===== src/hdl/sacrr_pkg.sv =====
// Shared types, constants and a helper function for the random-replacement cache.
package sacrr_pkg;

    localparam int MaxLines  = 2048;
    localparam int LineBits  = $clog2(MaxLines);
    localparam int AddrWidth = 32;
    localparam int TagBits   = 28;
    localparam int CntBits   = 32;
    localparam int CfgBits   = 4;
    localparam int CfgIdxBits = 2;
    localparam int WayCntBits = LineBits + 1;
    localparam int OutBits   = 80;

    localparam logic [3:0] MinOffset    = 4'd4;
    localparam logic [3:0] MaxLinesLog2 = 4'(LineBits);

    localparam logic [15:0] LfsrTaps = 16'hB400;
    localparam logic [15:0] LfsrSeed = 16'hACE1;

    localparam logic [CfgIdxBits-1:0] CfgOffsetBits = 2'd0;
    localparam logic [CfgIdxBits-1:0] CfgLinesLog2  = 2'd1;
    localparam logic [CfgIdxBits-1:0] CfgWaysLog2   = 2'd2;

    typedef enum logic [1:0] {
        ST_CLEAR,
        ST_IDLE,
        ST_SCAN,
        ST_FINISH
    } t_state;

    typedef struct packed {
        logic clr;
        logic load;
        logic scan;
        logic finish;
    } t_cmd;

    typedef struct packed {
        logic clr_last;
        logic hit;
        logic last;
    } t_status;

    function automatic logic [15:0] lfsr_next(input logic [15:0] s);
        logic [15:0] n;
        n = s >> 1;
        if (s[0]) begin
            n = n ^ LfsrTaps;
        end
        return n;
    endfunction

endpackage


===== src/hdl/sacrr_ctrl.sv =====
// Controller state machine that sequences clearing, lookup and result hand-off.
module sacrr_ctrl
    import sacrr_pkg::*;
(
    input  logic    i_clk,
    input  logic    i_rst_n,
    input  logic    i_in_valid,
    output logic    o_in_ready,
    input  logic    i_out_ready,
    output logic    o_out_valid,
    input  t_status i_status,
    output t_cmd    o_cmd
);

    t_state r_state;
    t_state n_state;
    logic   r_out_valid;
    logic   n_out_valid;

    always_ff @(posedge i_clk) begin
        if (!i_rst_n) begin
            r_state     <= ST_CLEAR;
            r_out_valid <= 1'b0;
        end else begin
            r_state     <= n_state;
            r_out_valid <= n_out_valid;
        end
    end

    always_comb begin
        n_state    = r_state;
        o_cmd      = '0;
        o_in_ready = 1'b0;
        case (r_state)
            ST_CLEAR: begin
                o_cmd.clr = 1'b1;
                if (i_status.clr_last) begin
                    n_state = ST_IDLE;
                end
            end
            ST_IDLE: begin
                o_in_ready = 1'b1;
                if (i_in_valid) begin
                    o_cmd.load = 1'b1;
                    n_state    = ST_SCAN;
                end
            end
            ST_SCAN: begin
                o_cmd.scan = 1'b1;
                if (i_status.hit || i_status.last) begin
                    n_state = ST_FINISH;
                end
            end
            ST_FINISH: begin
                if (!r_out_valid || i_out_ready) begin
                    o_cmd.finish = 1'b1;
                    n_state      = ST_IDLE;
                end
            end
            default: begin
                n_state = ST_IDLE;
            end
        endcase
        n_out_valid = o_cmd.finish ? 1'b1 : (r_out_valid && !i_out_ready);
    end

    assign o_out_valid = r_out_valid;

endmodule


===== config.mk =====
export PLATFORM = sky130hd
export DESIGN_NAME = sacrr_ctrl
export DESIGN_NICKNAME = d
export VERILOG_FILES = /design/src/hdl/sacrr_pkg.sv /design/src/hdl/sacrr_ctrl.sv
export SDC_FILE = /design/constraint.sdc
export NUM_CORES = 1
export LEC_CHECK = 0
export BUFFER_PORTS_ARGS = -buffer_cell sky130_fd_sc_hd__buf_2
export CAP_MARGIN = 10
export CORE_AREA = 8 8 45 47
export DETAILED_ROUTE_END_ITERATION = 12
export DIE_AREA = 0 0 53 55
export GPL_TIMING_DRIVEN = 0
export HOLD_SLACK_MARGIN = 0.06
export PLACE_DENSITY = 0.51
export SYNTH_ARGS = -nofsm -noshare
export SYNTH_HDL_FRONTEND = slang
export SYNTH_SLANG_ARGS = --single-unit

===== constraint.sdc =====
create_clock -name i_clk -period 1.5 [get_ports i_clk]
set_input_delay 0.3 -clock i_clk [delete_from_list [all_inputs] [get_ports i_clk]]
set_output_delay 0.3 -clock i_clk [all_outputs]
set_load 0.01 [all_outputs]

# Word level (Yosys, flattened, before mapping)

Index checks and enable logic that the tools add are counted.

$add $sub $neg: 0
Div/mod/pow operators: 0
Bitwise logic cells: 0
$lt $le $gt $ge: 0
Multiply operators: 0
Shifts and indexed selects: 0
Reductions and logical operators: 7
Multiplexer cells: 13
Equal/unequal tests: 7

Operators by type and width:

| cell               | count |
|---|---|
| $mux 1             | 8 |
| $mux 2             | 4 |
| $ne 2x2->1 const B | 4 |
| $pmux 2 s4         | 1 |
| $eq 2x2->1 const B | 2 |
| $reduce_and 4->1   | 1 |
| $eq 2x1->1 const B | 1 |
| $logic_not 1->1    | 2 |
| $logic_not 2->1    | 1 |
| $logic_or 1x1->1   | 2 |
| $logic_and 1x1->1  | 1 |

Register bits: 3
Output and inout port bits: 6
Word-level logic and storage cells: 29
Memories kept: 0
Input bits: 7
Memory bits (writable): 0
ROM bits: 0
Bits in latches: 0

# Depth between registers and ports, before layout

Gate-level depths: netlist (run 1).

Depth in word-level cells: 5
Depth in mapped cells: 6
Gate-level depth less buffers: 6

# Worst setup path before layout (run 1)

No wires, ideal clock.

Kind: register to register
Start: register r_state[0]
End: register r_state[0]
Setup time: 72 ps
Slack: 176 ps
Period minus slack after synthesis: 1324 ps
Cell stages (with the launch flop): 7
Data required time: 1428 ps
Path buffers: 0
Data arrival time: 1253 ps
Cell sequence: dfxtp_1 > inv_1 > ha_1 > inv_1 > o22ai_1 > a221oi_4 > mux2i_1

Word-level cells in the longest chain between the ends: 3
Elaborated cells on any way between the ends: 10
Classes of those cells: eq/ne: 7; mux: 1; reduce/logical: 2

RTL lines:

| item                                     | line             | source |
|---|---|---|
| from (decl)                              | sacrr_ctrl.sv:15 | `t_state r_state;` |
| from (signal assigned)                   | sacrr_ctrl.sv:25 | `r_state <= n_state;` |
| $eq 2x2->1, or another cell as far along | sacrr_ctrl.sv:34 | `case (r_state)` |
| $ne 2x2->1 (no source line)              | n/a              |  |
| $reduce_and 4->1 (no source line)        | n/a              |  |

Parallel ways exist; a longest one is shown, timed or not.
A chain may end at the register's enable or synchronous reset.

==> results of run 1 <==
==> state kept, by name (all words and copies together), names as in the netlist <==
signal / flops
r_state: 2
o_out_valid: 1
==> logic make-up after synthesis <==
| group | Yosys count | synth area share [%] |
|---|---|---|
| and+or+nand+nor | 8 | 19.4 |
| DFF | 3 | 24.5 |
| muxes | 2 | 8.16 |
| AOI/OAI and AO/OA | 3 | 16.3 |
| adders and majority gates | 5 | 25.5 |
| buffers and inverters | 4 | 6.12 |
==> critical path, delay by kind of cell, from the launching register on <==
| kind | cells | cell delay (ns) |
|---|---|---|
| and+or+nand+nor | 1 | 0.13 |
| buffers and inverters | 2 | 0.21 |
| adders and majority gates | 1 | 0.18 |
| DFF | 1 | 0.34 |
==> metal layers <==
metal | track usage (%) | wire [um]
met5 | 0 | 0
met4 | 3.88 | 0
met3 | 3.74 | 75
met2 | 6.64 | 257
met1 | 4.10 | 202
==> worst paths after layout <==
check                                    to  slack (ns)  depth (start not counted)
worst max register to register   r_state[0]        0.17                          6
worst min register to register   r_state[1]        0.48                          2
worst min-delay path            o_out_valid        0.34                          2
worst max-delay path               o_cmd[2]        0.10                          4
==> Yosys cell counts, drive strengths merged <==
master	n
ha	5
inv	4
dfxtp	3
nand2	3
mux2i	2
nor2b	2
a221oi	1
and2	1
nand2b	1
nor2	1
o21a	1
o22ai	1
==> placed cells by master, fill, tap and decap left out <==
cell type	n
a221oi_4	1
and2_1	1
buf_2	12
clkbuf_1	1
clkbuf_4	3
dfxtp_1	1
dfxtp_2	2
ha_1	3
ha_2	2
inv_1	4
mux2i_1	2
nand2_1	3
nand2b_1	1
nor2_1	1
nor2b_1	1
nor2b_4	1
o21a_1	1
o22ai_1	1
==> area by class of cell <==
| type | instances | area (um2) |
|---|---|---|
| multi-input cells | 18 | 175 |
| clock buffers | 4 | 26.3 |
| repair buffers | 12 | 60.1 |
| inverters | 4 | 15.0 |
| fillers | 155 | 1020 |
| well taps | 16 | 20.0 |
| flip-flops and latches | 3 | 62.6 |
==> power groups by stage <==
| stage | clock network (mW) | registers [mW] | logic, mW |
|---|---|---|---|
| finish | 0.145 | 0.139 | 0.278 |
| global route | 0.163 | 0.145 | 0.319 |
| detailed placement | 0 | 0.135 | 0.282 |
| floorplan | 0 | 0.128 | 0.204 |
| CTS | 0.153 | 0.133 | 0.284 |
| global placement | 0 | 0.134 | 0.279 |
==> metrics.txt, run 1 <==
DRT iter0 DRCs=4; setup ws final=0.102 ns; Hold-fix buffers, CTS=0; CTS Buffer Depth=2; Internal=345 uW; Clk pwr share=25.8%; NumNets Final=54; worst min-delay path startpoint=i_rst_n; Skew-Pair Late Insertion Delay=0.24 ns; Yosys top cell by area=ha_1; total clock sinks=3; final worst path period share=93.2%; Syn Inst Count=25; DIE HEIGHT=55 um; Final GP Congestion=0.711; static leakage=0.182 nW; drt wl/cell=9.39 um; crit path kind=register to output port; initial antenna violation count=0; drt pass-1 iters=2; RSZ-0062 raised after global routing=false; syn_nets=37; Core Area=1380 um2; Rows=14; die area=2920 um2; Max-Cap Viols=0; slowest stage cell, crit path=dfxtp_2; final core utilization=25.9%; # setup viols final=0; Seq pwr share=24.8%; crit-path cells=inv_1, ha_2, and2_1, buf_2; Worst EP required=1.20 ns; DRC=0; outcome=completed; DR vias=206; gr ovfl total=0; Synth cell types=13; fin. max-slew vios=0; initial core utilization=17.7%; setup bufs post-CTS=0; proportion of power drawn by combinational gates=49.4%; Clock Skews=0.000821 ns; All-Layer GR Usage=4.59%; Ant. Diodes=0; Avg Inst Size Synth=9.81 um2; vias in the first global route=216; share of layout cells above drive strength 1=51.2%; CP Data Arrival Time=1.10 ns; Layout area overhead=46.4%; Worst slew margin=83.2%; CP Launch Type=register; post-layout instance area=359 um2; dpl cells=53; io pins=13; Critical Path End Type=output port; Pwr per Cell Area=1570 nW/um2; Via-to-Cell Ratio=3.61; Final Hold Vio Count=0; clock period minus final worst setup slack=1.40 ns; Final HPWL DP=442 um; largest net degree at the start of global routing=6; # H-tree levels=1; Area contributors post-synth=ha_1 26%, dfxtp_1 24%, a221oi_4 11%; die extent in x=53 um; clock-pin transition on the worst setup and hold timing paths=0.04 ns; Sw Ratio=38.7%; cts bufs inserted=3; area of the mapped netlist=245 um2; total power=563 uW; P_sw=218 uW; Yosys warnings=0; post_cts resized=0; first-pass GRT wire length=903 um; routed wire length=535 um; flops & latches, synth=3; clock root buffer=clkbuf_4; Place WS=0.100 ns; Hold Crit Class=input pin to register; Worst Path Max Fanout=4; sequential share of the synthesized area=24.5%; setup TNS=0 ns; antenna-violating nets left=0; Port-buffer cells=12; CTS tree=built; reg-to-reg startpoint=r_state[0]; Worst IR Drop VDD=0.479 mV; share of the synthesized area in the top cell type=25.5%; Worst Max-Slew Pin Slew=0.252 ns; Cell Area, Placed=325 um2; Crit. Startpoint=r_state[1]; Final Instance Count excl. Fillers=57; Crit path largest cell delay=0.34 ns; Hold WS=0.336 ns; maximum clock frequency=715 MHz
Power figures use the tool's default switching activity.
==> inputs of run 2 (changes only) <==
--- a/config.mk
+++ b/config.mk
@@ -7,12 +7,14 @@
 export LEC_CHECK = 0
 export BUFFER_PORTS_ARGS = -buffer_cell sky130_fd_sc_hd__buf_2
 export CAP_MARGIN = 10
+export CELL_PAD_IN_SITES_DETAIL_PLACEMENT = 0
+export CELL_PAD_IN_SITES_GLOBAL_PLACEMENT = 2
 export CORE_AREA = 8 8 45 47
 export DETAILED_ROUTE_END_ITERATION = 12
 export DIE_AREA = 0 0 53 55
 export GPL_TIMING_DRIVEN = 0
 export HOLD_SLACK_MARGIN = 0.06
-export PLACE_DENSITY = 0.51
+export PLACE_DENSITY = 0.72
 export SYNTH_ARGS = -nofsm -noshare
 export SYNTH_HDL_FRONTEND = slang
 export SYNTH_SLANG_ARGS = --single-unit
==> constraint.sdc (replaced) <==
create_clock -name i_clk -period 1.3 [get_ports i_clk]
set_input_delay 0.26 -clock i_clk [delete_from_list [all_inputs] [get_ports i_clk]]
set_output_delay 0.26 -clock i_clk [all_outputs]
set_load 0.01 [all_outputs]
==> metrics.txt, run 2 (same netlist as run 1, synthesis figures left out) <==
WHS Path Cells=2; CP Launch Type=register; Worst EP required=1.04 ns; most common cell after layout, fill and taps aside=buf_2; total power=831 uW; GR Layer Usage met1=6.21%; antenna-violating nets left=0; total clock sinks=3; Port-buffer cells=12; gr ovfl total=0; static leakage=0.199 nW; Clock Skews=0.00175 ns; outcome=complete, but fails checks; final worst path period share=101%; worst min-delay path startpoint=i_rst_n; Pwr per Cell Area=1860 nW/um2; Seq pwr share=23.5%; crit path buf inv count=2; failing checks=negative setup slack; clock period minus final worst setup slack=1.32 ns; Core Area=1380 um2; CTS tree=built; crit-path cells=inv_4, ha_4, and2_4, buf_6; Layout area overhead=82.7%; fin. max-slew vios=0; Sw Ratio=38.6%; initial core utilization=17.7%; crit path kind=register to output port; NumNets Final=56; DR vias=231; share of layout cells above drive strength 1=72.1%; RSZ-0062 raised after global routing=true; M2 GR Usage=6.64%; vias in the first global route=255; Worst Max-Slew Pin Slew=0.249 ns; CP Data Arrival Time=1.06 ns; Via-to-Cell Ratio=3.92; DIE HEIGHT=55 um; # H-tree levels=1; DRT iter0 DRCs=4; setup ws final=-0.0152 ns; Internal=511 uW; Final Hold Vio Count=0; drt pass-1 iters=2; maximum clock frequency=760 MHz; hold path endpoint=o_out_valid; first-pass GRT wire length=1100 um; drt wl/cell=10.4 um; CTS Buffer Depth=2; Rows=14; io pins=13; Hold Crit Class=input pin to register; layer with the highest usage=met2; CP top delay family=flip-flops; clock-pin transition on the worst setup and hold timing paths=0.03 ns; Clk pwr share=19.2%; All-Layer GR Usage=5.08%; Worst IR Drop VDD=0.553 mV; DRC=0; Worst Path Max Fanout=4; leading cell types in the layout, fill and taps excluded=10 x buf_2, 3 x nand2_1, 3 x ha_4, 3 x clkbuf_4; flop-to-flop setup slack=0.06 ns; Max-Cap Viols=0; routed wire length=614 um; slowest stage cell, crit path=dfxtp_4; Largest Register=r_state; proportion of power drawn by combinational gates=57.3%; Crit path largest cell delay=0.37 ns; met3 Resource Use GR=3.21%; reg2reg path depth=6; die extent in x=53 um; Ant. Diodes=0; reg-to-reg startpoint=r_state[1]; Critical Path End Type=output port; initial antenna violation count=0; Skew-Pair Late Insertion Delay=0.23 ns; die area=2920 um2; Worst slew margin=83.4%; cts bufs inserted=3; reg2reg end=r_state[1]; # setup viols final=1; Place WS=-0.0665 ns; P_sw=320 uW; Final GP Congestion=0.691; Final HPWL DP=445 um; largest net degree at the start of global routing=6; clock root buffer=clkbuf_4; max reg flops=2
-- run 2: how the worst max path moves through the flow --
stage | start | end | slack, ns | cells past startpoint
floorplan | r_state[1] | r_state[0] | 0.005 | 6
global placement | r_state[1] | r_state[0] | -0.07 | 6
detailed placement | r_state[1] | r_state[0] | -0.07 | 6
CTS | r_state[1] | o_cmd[2] | -0.03 | 4
global route | r_state[1] | o_cmd[2] | -0.06 | 4
finish | r_state[1] | o_cmd[2] | -0.02 | 4
-- run 2: repair_timing --
item | CTS | global route
hold buffers | 0 | 0
pin swaps | 1 | 1
resized for setup | 13 | 7
setup endpoints to repair | 7 | 5
buffers inserted | 2 | 0
-- run 2: power groups by stage --
| stage | combinational [mW] | sequential, mW | clock [mW] |
|---|---|---|---|
| 3_5_place_dp | 0.326 | 0.160 | 0 |
| 5_1_grt | 0.544 | 0.206 | 0.178 |
| 3_3_place_gp | 0.328 | 0.161 | 0 |
| 2_1_floorplan | 0.236 | 0.151 | 0 |
| 6_report | 0.476 | 0.196 | 0.159 |
| 4_1_cts | 0.406 | 0.193 | 0.169 |
-- run 2: layout make-up --
| class | count | area, um2 |
|---|---|---|
| fill | 147 | 936 |
| multi-input combinational | 18 | 226 |
| timing repair buffer | 14 | 87.6 |
| sequential | 3 | 67.6 |
| clock buffer | 4 | 26.3 |
| inverter | 4 | 20.0 |
| tap | 16 | 20.0 |
-- run 2: layer usage --
layer  routed length [um]  share of wire, %
met5                    0                 0
met3                   92                15
met2                  243                40
met4                    0                 0
met1                  278                45
-- run 2: worst register-to-register path, cell delays in order (launching register included) --
cell	delay, ns
dfxtp_4	0.37
inv_4	0.06
ha_4	0.16
inv_1	0.06
o22ai_2	0.09
a221oi_4	0.23
mux2i_1	0.20
-- run 2: per-stage QoR --
step	hold slack [ns]	setup TNS [ns]	utilization [%]	instances	area, um2
global route	0.319	-0.189	32.4	59	448
finish	0.302	-0.0152	32.4	59	448
floorplan	0.378	0	-	25	246
detailed placement	0.493	-0.128	23.6	53	327
CTS	0.298	-0.0316	29.8	59	413
global placement	0.492	-0.131	23.6	53	327
==> inputs of run 3 (changes only) <==
--- a/config.mk
+++ b/config.mk
@@ -12,9 +12,9 @@
 export CORE_AREA = 8 8 45 47
 export DETAILED_ROUTE_END_ITERATION = 12
 export DIE_AREA = 0 0 53 55
-export GPL_TIMING_DRIVEN = 0
 export HOLD_SLACK_MARGIN = 0.06
 export PLACE_DENSITY = 0.72
 export SYNTH_ARGS = -nofsm -noshare
 export SYNTH_HDL_FRONTEND = slang
 export SYNTH_SLANG_ARGS = --single-unit
+export TNS_END_PERCENT = 30
==> metrics.txt, run 3 (same netlist as run 1, synthesis figures left out) <==
max reg flops=2; final core utilization=35.4%; Final HPWL DP=497 um; NumNets Final=60; routed wire length=680 um; Worst IR Drop VDD=0.663 mV; clock-pin transition on the worst setup and hold timing paths=0.04 ns; Ant. Diodes=0; Clock Skews=0.00165 ns; total clock sinks=3; DRT iter0 DRCs=3; fin. max-slew vios=0; Final Hold Vio Count=0; CTS tree=built; vias in the first global route=256; Pwr per Cell Area=1910 nW/um2; CP Data Arrival Time=1.05 ns; die extent in x=53 um; io pins=13; Layout area overhead=100%; share of layout cells above drive strength 1=72.3%; reg2reg end=r_state[0]; first-pass GRT wire length=1070 um; post-layout instance area=490 um2; CP Launch Type=register; DRC=0; Final Instance Count excl. Fillers=63; Final GP Congestion=0.762; antenna-violating nets left=0; initial antenna violation count=0; Port-buffer cells=12; Hold-fix buffers, CTS=0; initial core utilization=17.7%; total power=938 uW; Core Area=1380 um2; largest net degree at the start of global routing=6; worst min-delay path startpoint=i_rst_n; leading cell types in the layout, fill and taps excluded=9 x buf_2, 6 x buf_6; CTS Buffer Depth=2; setup TNS=-0.0144 ns; RSZ-0062 raised after global routing=true; reg-to-reg startpoint=r_state[1]; dpl cells=58; Worst Max-Slew Pin Slew=0.256 ns; failing checks=negative setup slack; WHS Path Cells=2; drt wl/cell=10.8 um; Hold WS=0.311 ns; most common cell after layout, fill and taps aside=buf_2; # setup viols final=2; final worst path period share=101%; Place WS=-0.0301 ns; drt pass-1 iters=2; Via-to-Cell Ratio=3.97; gr ovfl total=0; DR vias=250; hold path endpoint=o_out_valid; maximum clock frequency=762 MHz; clock period minus final worst setup slack=1.31 ns; Max-Cap Viols=0; Worst Path Max Fanout=3; Cell Area, Placed=364 um2; setup ws final=-0.0128 ns; Skew-Pair Late Insertion Delay=0.23 ns; clock root buffer=clkbuf_4; All-Layer GR Usage=4.91%; die area=2920 um2; Worst EP required=1.04 ns; Critical Path End Type=output port; crit path kind=register to output port; Largest Register=r_state; static leakage=0.225 nW; DIE HEIGHT=55 um; Hold Crit Class=input pin to register; reg2reg path depth=5; outcome=complete, but fails checks; Rows=14; cts bufs inserted=3; # H-tree levels=1; flop-to-flop setup slack=0.02 ns; Worst slew margin=82.9%
## run 3: area by class of cell
type	count	area, um2
clock buffer	4	26.3
fill	150	893
inverter	4	17.5
multi-input combinational	18	226
sequential	3	65.1
tap	16	20.0
timing repair buffer	18	135
## run 3: timing repair
item	4_1_cts	5_1_grt
setup endpoints to repair	7	6
pin swaps	2	3
cloned	0	0
setup buffers	2	0
gates resized for setup	14	7
## run 3: worst max path at each step
stage | from | end | depth (start not counted)
after global routing | r_state[1] | o_cmd[0] | 4
final | r_state[1] | o_cmd[0] | 4
after CTS | r_state[0] | o_cmd[3] | 4
after global placement | r_state[0] | r_state[1] | 6
after detailed placement | r_state[0] | r_state[0] | 6
after floorplan | r_state[1] | r_state[0] | 6
## run 3: per-layer routing
| metal | global-route usage, % | vias to the layer above | routed length (um) |
|---|---|---|---|
| li1 | - | 125 | - |
| met1 | 5.90 | 110 | 335 |
| met2 | 7.03 | 15 | 265 |
| met3 | 3.21 | 0 | 79 |
| met4 | 1.29 | 0 | 0 |
| met5 | 0 | - | 0 |
## run 3: worst max-delay path, stage by stage (launching register included)
cell and delay [ns]:
dfxtp_2 0.32, buf_6 0.12, ha_4 0.15, nor2b_4 0.12
buf_6 0.12
## run 3: report_power, final
group / internal (mW) / total [mW] / switching, mW
clock: 0.115 / 0.158 / 0.0436
sequential: 0.132 / 0.181 / 0.0484
combinational: 0.351 / 0.599 / 0.247
